===== src/rtl/edma_pkg.sv =====
// shared constants and types for the error derivative moving average block
// no dependencies
`timescale 1ns / 1ps

package edma_pkg;

  localparam int DEFAULT_WINDOW = 100;
  localparam int DATA_W = 32;
  localparam int DIV_N = 52;
  localparam logic [19:0] USEC_PER_SEC = 20'd1000000;
  localparam int NUM_AVG = 4;
  localparam int NUM_RES = 6;

  typedef enum logic [2:0] {
    ST_IDLE,
    ST_PREP,
    ST_START,
    ST_DIV,
    ST_UPD,
    ST_OUT
  } edma_state_t;

endpackage


===== src/rtl/edma_div.sv =====
// iterative restoring divider, one quotient bit per cycle
// depends on edma_pkg
`timescale 1ns / 1ps

module edma_div #(
  parameter int N = edma_pkg::DIV_N,
  parameter int D = edma_pkg::DATA_W
) (
  input  logic         clk,
  input  logic         rst,
  input  logic         start,
  input  logic [N-1:0] dividend,
  input  logic [D-1:0] divisor,
  output logic         done,
  output logic [N-1:0] quotient
);

  localparam int CNT_W = $clog2(N + 1);

  logic [D:0]       rem;
  logic [D-1:0]     den;
  logic [CNT_W-1:0] cnt;
  logic             run;
  logic [D:0]       rem_sh;
  logic             ge;

  assign rem_sh = {rem[D-1:0], quotient[N-1]};
  assign ge     = rem_sh >= {1'b0, den};

  always_ff @(posedge clk) begin
    if (rst) begin
      run  <= 1'b0;
      done <= 1'b0;
      cnt  <= '0;
    end else begin
      done <= 1'b0;
      if (start) begin
        run      <= 1'b1;
        cnt      <= CNT_W'(N);
        rem      <= '0;
        den      <= divisor;
        quotient <= dividend;
      end else if (run) begin
        rem      <= ge ? (rem_sh - {1'b0, den}) : rem_sh;
        quotient <= {quotient[N-2:0], ge};
        cnt      <= cnt - 1'b1;
        if (cnt == CNT_W'(1)) begin
          run  <= 1'b0;
          done <= 1'b1;
        end
      end
    end
  end

endmodule


===== config.mk =====
export PLATFORM = sky130hd
export DESIGN_NAME = edma_div
export DESIGN_NICKNAME = d
export VERILOG_FILES = /design/src/rtl/edma_pkg.sv /design/src/rtl/edma_div.sv
export SDC_FILE = /design/constraint.sdc
export NUM_CORES = 1
export LEC_CHECK = 0
export BUFFER_PORTS_ARGS = -buffer_cell sky130_fd_sc_hd__buf_4
export CAP_MARGIN = 15
export CORE_UTILIZATION = 50
export DETAILED_ROUTE_END_ITERATION = 8
export PLACE_DENSITY = 0.77
export SYNTH_ARGS = -nofsm -noshare
export SYNTH_HDL_FRONTEND = slang
export SYNTH_SLANG_ARGS = --single-unit

===== constraint.sdc =====
create_clock -name clk -period 7.77 [get_ports clk]
set_input_delay 0.3885 -clock clk [delete_from_list [all_inputs] [get_ports clk]]
set_output_delay 0.3885 -clock clk [all_outputs]
set_load 0.005 [all_outputs]

==> results by group <==
Drt
  • Detailed Route WL: around 16 mm
  • Antenna-violating nets left: 0
  • DR DRC count: 0
  • Initial DRC count: 395
  • Vias: between 5000 and 6000
  • Drt wl/cell: roughly 17 um
  • Drt pass-1 iters: 5
  • Vias/cell: between 5 and 6

Clocking
  • CTS tree: yes
  • Total clock sinks: approximately 120
  • Reg clk slew, reported paths: ~60 ps
  • # Post-CTS Setup Buffers: 0
  • CTS HTree Levels: 4
  • Inserted Clock Buffers: 17
  • Root Driver: clkbuf_16
  • Max Root-Sink Buffers: 2
  • CTS Hold Bufs: 0
  • Skew-Pair Late Insertion Delay: 420 ps
  • Resized Gates After CTS: 0

Worst setup path
  • Number of cells on the critical path: 9
  • Worst R2R End: rem[16]
  • Crit path max fanout: 17
  • CP Cell Sequence: ha_1 -> and4_1 -> and4b_1 -> a311oi_1 -> nand3_1 -> o21ai_2 -> buf_4 -> a21o_1 -> a21oi_1
  • Slowest stage delay, CP: ~640 ps
  • CP Buf/Inv Count: 1
  • Critical path origin: rem[8]
  • Cells on worst reg2reg path: 9
  • Top delay family on crit path: compound AO/OA/AOI/OAI gates
  • Setup crit end kind: flop
  • Critical path arrival: roughly 3400 ps
  • FF-to-FF setup slack: between 4000 and 5000 ps
  • Setup crit end: rem[16]
  • Worst EP required: ~8000 ps
  • Crit start category: flop
  • Reg2reg start: rem[8]
  • Critical path type: reg2reg
  • Worst path slowest cell: o21ai_2

Final layout
  • Area of the multi-input gates: between 2000 and 3000 um2
  • P&R area growth vs syn: 25.24%
  • ANT cells: 0
  • Fillcell total: about 1000
  • Non-Filler Instances: between 900 and 1000
  • Fraction of layout cells with a size suffix above 1: 0.3082
  • Nets: slightly below 900
  • Register area: 3643 um2

Pwr
  • Overall Power: ~2.1 mW
  • Pwr dens: approximately 240 nW/um2
  • Leak: between 3 and 4 nW
  • Peak VDD IR: 0.1586 mV

GRT
  • Vias in the first global route: 5528
  • Global-route wire length before repair: between 20 and 30 mm
  • Gr ovfl total: 0
  • Largest net degree at the start of global routing: 86
  • Antenna violations before repair: 0
  • Tot GR Track Use: 0.2360

Floorplan
  • Initial Utilization: 0.5175
  • Core box area: around 13000 um2
  • Die W: between 100 and 150 um
  • Die ar.: approximately 14000 um2
  • Die Y: around 120 um
  • IO Count: 140
  • Rows: 42

Logic synthesis
  • Yosys reg bits: roughly 120
  • Distinct cells, synth: just over 60
  • Commonest cells post-synth: 116 x edfxtp_1, 58 x nand2_1, 52 x mux2_2
  • Main synth FF type: edfxtp_1
  • Avg Inst Size Synth: roughly 11 um2
  • Synth area leaders: edfxtp_1 50%, mux2_2 8.4%, ha_1 6.1%
  • Ys async rst share: 0
  • Seq/Total Area, Yosys: 0.5254
  • Synthesized area: ~6900 um2
  • Area share of the largest cell type after synthesis: 0.5023
  • Cells after Synth: 621
  • Most common cell in the netlist: edfxtp_1
  • Largest area contributor in the netlist: edfxtp_1
  • Syn nets: 743
  • YS warnings: 0
  • Post-synth EDFFs: between 100 and 150

Run
  • Max_cap viols: 0

STA
  • Slew @ Worst Pin: roughly 1100 ps
  • Setup-failing EPs final: 0
  • Fmax: ~300 MHz
  • Final min period: roughly 3300 ps
  • Final hold slack: 142.1 ps
  • Total Negative Setup Slacks: 0 ps
  • Final Cycle Share: 0.4229
  • Clock Skews: between 9 and 10 ps
  • Worst slew margin relative to its limit: 0.2469
  • RSZ-0062 raised after global routing: no
  • Final hold vios: 0
  • Fin. max-slew vios: 0

Place
  • DP HPWL: 11.25 mm
  • Gpl congestion: 0.9523
  • Number of buffers added on ports: 139
  • Placed Cells: ~910

Hold path
  • HP Class: in2reg

Run status
  • Outcome: finished clean
==> kinds of logic after synthesis <==
group	after synthesis	share of synthesized area
simple gates	168	0.1169
mux	55	0.08878
buf+inv	74	0.04565
flops	124	0.5254
xor+xnor	26	0.03284
fa+ha+maj	35	0.06424
compound gates	139	0.1261
==> flip-flops by register name, indices dropped and copies added (netlist names) <==
register,flops
den,32
cnt,6
done,1
quotient,52
rem,32
run,1
==> placed cells by master, fill, tap and decap left out, types with 3 or more instances in the layout <==
cell type   Yosys  final
dfxtp_1         8      8
o21ai_0        24     24
a31oi_1         7      7
ha_1           34     34
a21oi_1        49     49
nor4b_1         3      3
mux2i_1         3      3
nand4_1         6      6
xor2_1         11     11
clkinvlp_4      0      4
nor3_1         15     15
clkbuf_1       14      3
a211oi_1        8      8
nand2_1        58     58
buf_4           2    143
a21o_1         19     19
clkbuf_16       0     17
and3_1          4      4
nor2b_1         5      5
nor2_1         36     34
o211ai_1        4      4
inv_1          47     47
nand3_1        20     20
xnor2_1        15     15
nand2b_1        3      3
edfxtp_1      116    116
o2111ai_1       3      3
clkinv_2        0      3
o21a_1          4      4
mux2_2         52     52
==> through the flow <==
stage / worst slack [ps] / area [um2] / util
6_report: 4484 / 8685 / 0.6481
5_1_grt: 4243 / 8685 / 0.6481
4_1_cts: 4124 / 8657 / 0.6460
3_5_place_dp: 4129 / 8098 / 0.6043
3_3_place_gp: 4311 / 8098 / 0.6043
2_1_floorplan: 2751 / 6934 / -
==> worst reg2reg max path, stage by stage, from the launching register on <==
cell	delay, ps
edfxtp_1	400
ha_1	420
and4_1	290
and4b_1	220
a311oi_1	350
nand3_1	180
o21ai_2	640
buf_4	340
a21o_1	120
a21oi_1	60
==> area by class of cell <==
| cell class | instances | share of cell area |
|---|---|---|
| flip-flops and latches | 124 | 0.4195 |
| inverters | 47 | 0.02031 |
| well taps | 176 | 0.02536 |
| clock buffers | 20 | 0.05028 |
| clock inverters | 11 | 0.01412 |
| multi-input cells | 423 | 0.3436 |
| repair buffers | 144 | 0.1268 |
==> how the worst min path moves through the flow <==
stage / start / end / slack (ps) / cells past startpoint
floorplan: cnt[1] / cnt[1] / 470 / 2
global placement: cnt[1] / cnt[1] / 480 / 2
detailed placement: cnt[1] / cnt[1] / 510 / 2
CTS: divisor[30] / den[30] / 130 / 1
global route: divisor[30] / den[30] / 120 / 1
finish: divisor[30] / den[30] / 140 / 1
==> where the power goes <==
part | switching, mW | total, mW | internal (mW)
logic | 0.283 | 0.507 | 0.225
registers | 0.0292 | 0.835 | 0.805
clock network | 0.293 | 0.762 | 0.468
==> metal layers <==
layer,vias up,part of all wire,track usage
met5,-,0,0
met4,0,0.017,0.07813
met3,29,0.081,0.07842
met2,239,0.50,0.4122
met1,2501,0.40,0.2705
li1,2560,-,-
(Power assumes the default switching activity.)
