$ cat src/rtl/edma_ram.sv
// generic single-port-write, registered-read memory
// no dependencies
`timescale 1ns / 1ps

module edma_ram #(
  parameter int WIDTH = 32,
  parameter int DEPTH = 16,
  localparam int ADDR_W = (DEPTH > 1) ? $clog2(DEPTH) : 1
) (
  input  logic              clk,
  input  logic              we,
  input  logic [ADDR_W-1:0] waddr,
  input  logic [WIDTH-1:0]  wdata,
  input  logic [ADDR_W-1:0] raddr,
  output logic [WIDTH-1:0]  rdata
);

  logic [WIDTH-1:0] mem [DEPTH];

  always_ff @(posedge clk) begin
    if (we) begin
      mem[waddr] <= wdata;
    end
    rdata <= mem[raddr];
  end

endmodule

$ cat config.mk
export PLATFORM = sky130hd
export DESIGN_NAME = edma_ram
export DESIGN_NICKNAME = d
export VERILOG_FILES = /design/src/rtl/edma_ram.sv
export SDC_FILE = /design/constraint.sdc
export NUM_CORES = 1
export LEC_CHECK = 0
export BUFFER_PORTS_ARGS = -buffer_cell sky130_fd_sc_hd__buf_2
export CORE_ASPECT_RATIO = 1.1
export CORE_MARGIN = 8
export CORE_UTILIZATION = 40
export DETAILED_ROUTE_END_ITERATION = 8
export MAX_ROUTING_LAYER = met4
export RECOVER_POWER = 100
export REMOVE_ABC_BUFFERS = 1
export SLEW_MARGIN = 20
export SYNTH_ARGS = -nofsm -noshare
export SYNTH_HDL_FRONTEND = slang
export SYNTH_SLANG_ARGS = --single-unit
$ cat constraint.sdc
create_clock -name clk -period 7.94 [get_ports clk]
set_input_delay 0.794 -clock clk [delete_from_list [all_inputs] [get_ports clk]]
set_output_delay 0.794 -clock clk [all_outputs]
set_load 0.02 [all_outputs]
==> results.yml, run 1 <==
min_path:
  hp-start: "mem[12][8]$_DFFE_PP_"
  holdPathEnd: "rdata[8]$_DFF_P_"
  hp-class: "flop to flop"
  hold_depth: 3
critical_path:
  cpPeakStageDelay_ns: 2.47
  end_kind: "flop"
  ff2ff_path_depth: 3
  r2r-start: "mem[2][22]$_DFFE_PP_"
  crit_arrival_ns: 4.56
  path_max_fanout: 56
  crit_type: "input port to flop"
  path_buf_inv: 2
  cp-start-kind: "input port"
  r2r_end: "rdata[22]$_DFF_P_"
  critPathSlowestCell: "clkbuf_1"
  r2r_slack_ns: 6.58
  path_cells: "buf_4, clkbuf_1, mux4_2, a22oi_1, nand2_1"
  cp.depth: 5
  cp.required_ns: 8.37
  path_delay_family: "buffers and inverters"
clock_tree:
  cts_tree: "done"
  clk_latency_ns: 0.57
  postCtsHoldBufs: 0
  path_clk_slew_ns: 0.06
  cts_resized: 0
  clock-sinks: 544
  cts_buffer_depth: 3
  cts_setup_buffers: 0
  cts_made_buffers: 52
  cts_root_buf: "clkbuf_16"
  cts_max_level: 2
global_route:
  grt_pass1_vias: 9568
  grt_max_degree: 71
  grt_usage: 0.150
  antenna_found_initial: 3
  grt_pass1_wl_um: 62300
  gr-total-overflow: 0
timing:
  slew_headroom: -1.31
  maxSlewViolCount: 640
  tightest_slew_ns: 3.47
  period_share: 0.520
  tns_ns: 0
  rsz0062_at_grt: "no"
  setup_viol: 0
  worst_slack_ns: 3.81
  hold_viol: 0
  clock_skew_ns: 0.0107
  min_period_ns: 4.13
  timing.fmax_mhz: 242
yosys:
  syn-cell-area_sq_mm: 0.0199
  synthCells: 838
  synth.distinct_cells: 18
  ys_ff_latch: 544
  yosysSeqAreaShare: 0.807
  avgSynthCellArea_sq_um: 23.7
  yosys_warnings: 0
layout:
  syn_to_final_growth_pct: 13.9
  drive_above_1_share: 0.236
  fillCellCount: 4014
  nNetsFinal: 987
placement:
  dp_hpwl_um: 19800
  port_buffers: 73
  gp_congestion: 0.677
  pre_cts_ws_ns: 4.81
status:
  outcome: "finished with violations"
  violations: "max-capacitance violations, max-slew violations"
floorplanning:
  fp.dieArea_sq_mm: 0.0570
  die_h_um: 250
  pin_count: 74
  die_w_um: 228
  coreArea_sq_mm: 0.0490
  core.rowCount: 85
  start_util: 0.405
drt:
  vias: 8852
  drtIter0Drc: 824
  top_layer_used: "met4"
  totalWireLength_um: 42000
  met3_length_um: 2180
  first_pass_iters: 5
  drc: 0
  m1WireLength_um: 18700
  antenna_left: 0
  vias_per_cell: 5.39
  routed-wl-met2_um: 20500
  wl_per_cell_um: 25.6
job:
  drv_cap: 18
power_and_ir_drop:
  p_leak_nw: 6.98
  powerDensity_mw_per_mm2: 261
  ir_worst_vdd_uv: 128
==> Yosys cell counts <==
cell type,count,share of area
and2_1,1,0.00032
a22oi_1,64,0.024
nand2_1,33,0.0062
clkbuf_1,17,0.0032
dfxtp_1,32,0.032
nand3b_1,2,0.00076
or3b_2,1,0.00044
buf_4,11,0.0042
nand2b_1,2,0.00063
nor2_1,13,0.0025
buf_6,2,0.0011
mux4_2,128,0.15
nor2b_1,2,0.00063
buf_1,9,0.0017
nor3_1,4,0.0010
buf_2,4,0.0010
edfxtp_1,512,0.77
nand3_1,1,0.00025
==> registers in the layout, indices dropped and copies added, names as in the netlist <==
signal / count
mem: 512
rdata: 32
==> stage by stage <==
stage	hold slack, ns	total power (W)	cell area, sq um	instances	util
after global placement	0.649	0.00359	21100	1543	0.431
after detailed placement	0.655	0.00359	21100	1543	0.431
final	0.666	0.00591	22600	1643	0.461
after floorplan	0.635	0.00343	19600	795	-
after CTS	0.564	0.00597	22800	1640	0.465
after global routing	0.699	0.00610	22600	1643	0.461
==> worst reg2reg max path, delay by kind of cell, from the launching register on <==
| family | cells | cell delay, ns |
|---|---|---|
| AO/OA/AOI/OAI | 1 | 0.26 |
| AND/OR/NAND/NOR | 1 | 0.14 |
| flip-flops | 1 | 0.37 |
| multiplexers | 1 | 0.47 |
==> layout by cell type, fill, tap and decap left out <==
cell type / netlist / layout
edfxtp_1: 512 / 512
or3b_2: 1 / 1
clkinv_1: 0 / 8
buf_4: 11 / 6
clkbuf_2: 0 / 1
nor2_1: 13 / 1
bufinv_16: 0 / 3
clkbuf_8: 0 / 5
nand2_1: 33 / 33
clkinv_4: 0 / 2
buf_2: 4 / 3
nor2_4: 0 / 12
clkinvlp_4: 0 / 5
nand2b_1: 2 / 2
nand3_1: 1 / 1
nand3b_1: 2 / 2
dfxtp_1: 32 / 32
clkbuf_1: 17 / 96
nor2b_4: 0 / 2
clkinv_2: 0 / 9
and2_2: 0 / 1
clkbuf_16: 0 / 53
a22oi_1: 64 / 64
nor3_1: 4 / 4
inv_6: 0 / 2
diode_2: 0 / 3
mux4_2: 128 / 128
==> area by class of cell <==
| type | instances | area, sq um | share of cell area |
|---|---|---|---|
| flip-flops and latches | 544 | 16000 | 0.708 |
| multi-input cells | 251 | 3720 | 0.165 |
| well taps | 652 | 816 | 0.0361 |
| clock buffers | 68 | 1420 | 0.0629 |
| clock inverters | 29 | 238 | 0.0105 |
| diodes | 3 | 7.51 | 0.000332 |
| repair buffers | 96 | 398 | 0.0176 |
==> worst max path at each step <==
stage | end | slack, ns | from
2_1_floorplan | mem[0][0]$_DFFE_PP_ | 3.97 | waddr[2]
3_3_place_gp | rdata[21]$_DFF_P_ | 4.81 | raddr[0]
3_5_place_dp | rdata[21]$_DFF_P_ | 4.81 | raddr[0]
4_1_cts | rdata[21]$_DFF_P_ | 5.41 | raddr[0]
5_1_grt | rdata[27]$_DFF_P_ | 3.30 | raddr[0]
6_report | rdata[22]$_DFF_P_ | 3.81 | raddr[1]
==> cell families after synthesis <==
logic type	Yosys count	synth area share
flip-flops	544	0.807
multiplexers	128	0.145
AO/OA/AOI/OAI	64	0.0242
AND/OR/NAND/NOR	59	0.0127
buffers and inverters	43	0.0112
==> power breakdown <==
group | switching (W) | leakage, nW | total [W] | internal, W
Clock | 0.00102 | 0.803 | 0.00239 | 0.00136
Combinational | 0.000180 | 1.28 | 0.000289 | 0.000110
Sequential | 0.0000207 | 4.89 | 0.00323 | 0.00321
Total | 0.00122 | 6.98 | 0.00591 | 0.00469
==> per-layer routing <==
layer / GRT usage / vias up
li1: - / 3794
met1: 0.202 / 4767
met2: 0.240 / 234
met3: 0.0252 / 57
met4: 0.0332 / 0
met5: - / -
Note: power is estimated with default switching activity, not from simulation.
==> inputs of run 2 (changes only) <==
ABC_AREA = 1   (was default)
clock period = 3.6 ns   (was 7.94 ns; I/O delays follow)
==> results.yml, run 2 <==
clock_tree:
  cts_setup_buffers: 0
  clock-sinks: 544
  cts_buffer_depth: 3
  cts_tree: "done"
  clk_latency_ns: 0.60
  cts_max_level: 2
  cts_made_buffers: 57
  cts_root_buf: "clkbuf_16"
  postCtsHoldBufs: 0
  path_clk_slew_ns: 0.06
  cts_resized: 0
critical_path:
  crit_arrival_ns: 2.82
  cp-start-kind: "input port"
  cp.required_ns: 3.88
  ff2ff_path_depth: 6
  path_max_fanout: 17
  end_kind: "flop"
  crit_type: "input port to flop"
yosys:
  synth_xor_area_frac: 0
  yosys.area_share.simple: 0.200
  synthMuxAreaShare: 0
  ys_ff_latch: 544
  synthTopCellsByArea: "edfxtp_1, nand2_1, nand3_1"
  synth_top_family_by_area: "simple AND/OR/NAND/NOR gates"
  yosys_warnings: 0
  synth_area_leader_cell: "edfxtp_1"
  avgSynthCellArea_sq_um: 10.7
  synth.most_common_cell: "nand2_1"
  synth_common_cells: "nand2_1, edfxtp_1, inv_1"
  synth_top_area_share: 0.676
  synthFlopType: "edfxtp_1"
  synthCells: 2120
  synth.distinct_cells: 15
  synth_compound_area_frac: 0
  async_flop_share: 0
  yosysSeqAreaShare: 0.705
  synthAdderAreaFrac: 0
  syn-cell-area_sq_mm: 0.0227
  synth_edf_count: 512
min_path:
  hold_depth: 1
  hp-class: "input port to flop"
power_and_ir_drop:
  p_leak_nw: 10.7
  ir_worst_vdd_uv: 347
  powerDensity_mw_per_mm2: 545
global_route:
  grt_usage: 0.167
  grt_pass1_wl_um: 82400
  gr-total-overflow: 0
  antenna_found_initial: 0
  grt_max_degree: 134
  grt_pass1_vias: 14200
floorplanning:
  core.rowCount: 91
  pin_count: 74
  fp.dieArea_sq_mm: 0.0647
  die_h_um: 266
  coreArea_sq_mm: 0.0561
  die_w_um: 243
  start_util: 0.405
timing:
  timing.fmax_mhz: 394
  maxSlewViolCount: 343
  setup_viol: 0
  min_period_ns: 2.54
  tns_ns: 0
  tightest_slew_ns: 2.37
  slew_headroom: -0.587
  hold_viol: 0
  period_share: 0.705
  clock_skew_ns: 0.0212
  rsz0062_at_grt: "no"
  hold_ws_ns: 0.271
placement:
  gp_congestion: 0.768
  port_buffers: 73
  dp_hpwl_um: 29300
layout:
  syn_to_final_growth_pct: 12.7
  largest_register_ffs: 512
  drive_above_1_share: 0.0552
  layout_common_cells: "nand2_1, edfxtp_1, inv_1"
  final_util: 0.456
  largest_register: "mem"
  antenna_cells: 0
  nNetsFinal: 2222
  top_regs: "mem: 512 flops, rdata: 32 flops"
  final_common_cell: "nand2_1"
drt:
  vias_per_cell: 4.81
  drc: 0
  drtIter0Drc: 1066
  antenna_left: 0
  vias: 14300
  first_pass_iters: 5
  wl_per_cell_um: 17.8
  totalWireLength_um: 52800
status:
  outcome: "finished with violations"
  violations: "max-capacitance violations, max-slew violations"
job:
  drv_cap: 14
run 2: layout make-up:
type | instances | area [sq um]
Sequential cell | 544 | 16000
Timing Repair Buffer | 106 | 696
Clock buffer | 81 | 1600
Multi-Input combinational cell | 1081 | 4560
Tap cell | 744 | 931
Clock inverter | 27 | 339
Inverter | 390 | 1470
Fill cell | 5120 | 30500
run 2: metal layers:
layer  global-route usage  routed length [um]
met1                0.195               22000
met2                0.291               26700
met5                    -                   0
met3               0.0227                2360
met4               0.0665                1770
run 2: per-stage QoR:
stage	cell area, sq um	instances	total power [W]	setup slack (ns)
6_report	25600	2973	0.0140	1.06
5_1_grt	25600	2973	0.0144	0.974
4_1_cts	25800	2973	0.0141	1.85
3_5_place_dp	23900	2865	0.00811	1.22
3_3_place_gp	23900	2863	0.00809	1.22
2_1_floorplan	22000	2015	0.00767	0.901
run 2: cells by family after synthesis:
kind of cell,Yosys count
buffers and inverters,495
and+or+nand+nor,1081
DFF,544
run 2: where the power goes:
part	switching, W	internal [W]
logic	0.000605	0.000210
clock network	0.00236	0.00366
registers	0.0000446	0.00708
total	0.00301	0.0110
run 2: path summary, 6_finish.rpt:
kind,slack (ns),endpoint,start
max reg2reg,2.50,rdata[12]$_DFF_P_,mem[1][12]$_DFFE_PP_
max,1.06,mem[13][28]$_DFFE_PP_,we
min reg2reg,0.65,rdata[21]$_DFF_P_,mem[4][21]$_DFFE_PP_
min,0.27,mem[4][0]$_DFFE_PP_,wdata[0]
run 2: worst max-delay path, stage by stage:
cell and delay (ns):
clkbuf_1 0.14, nand3_1 0.22, nor2_1 1.79, buf_12 0.27
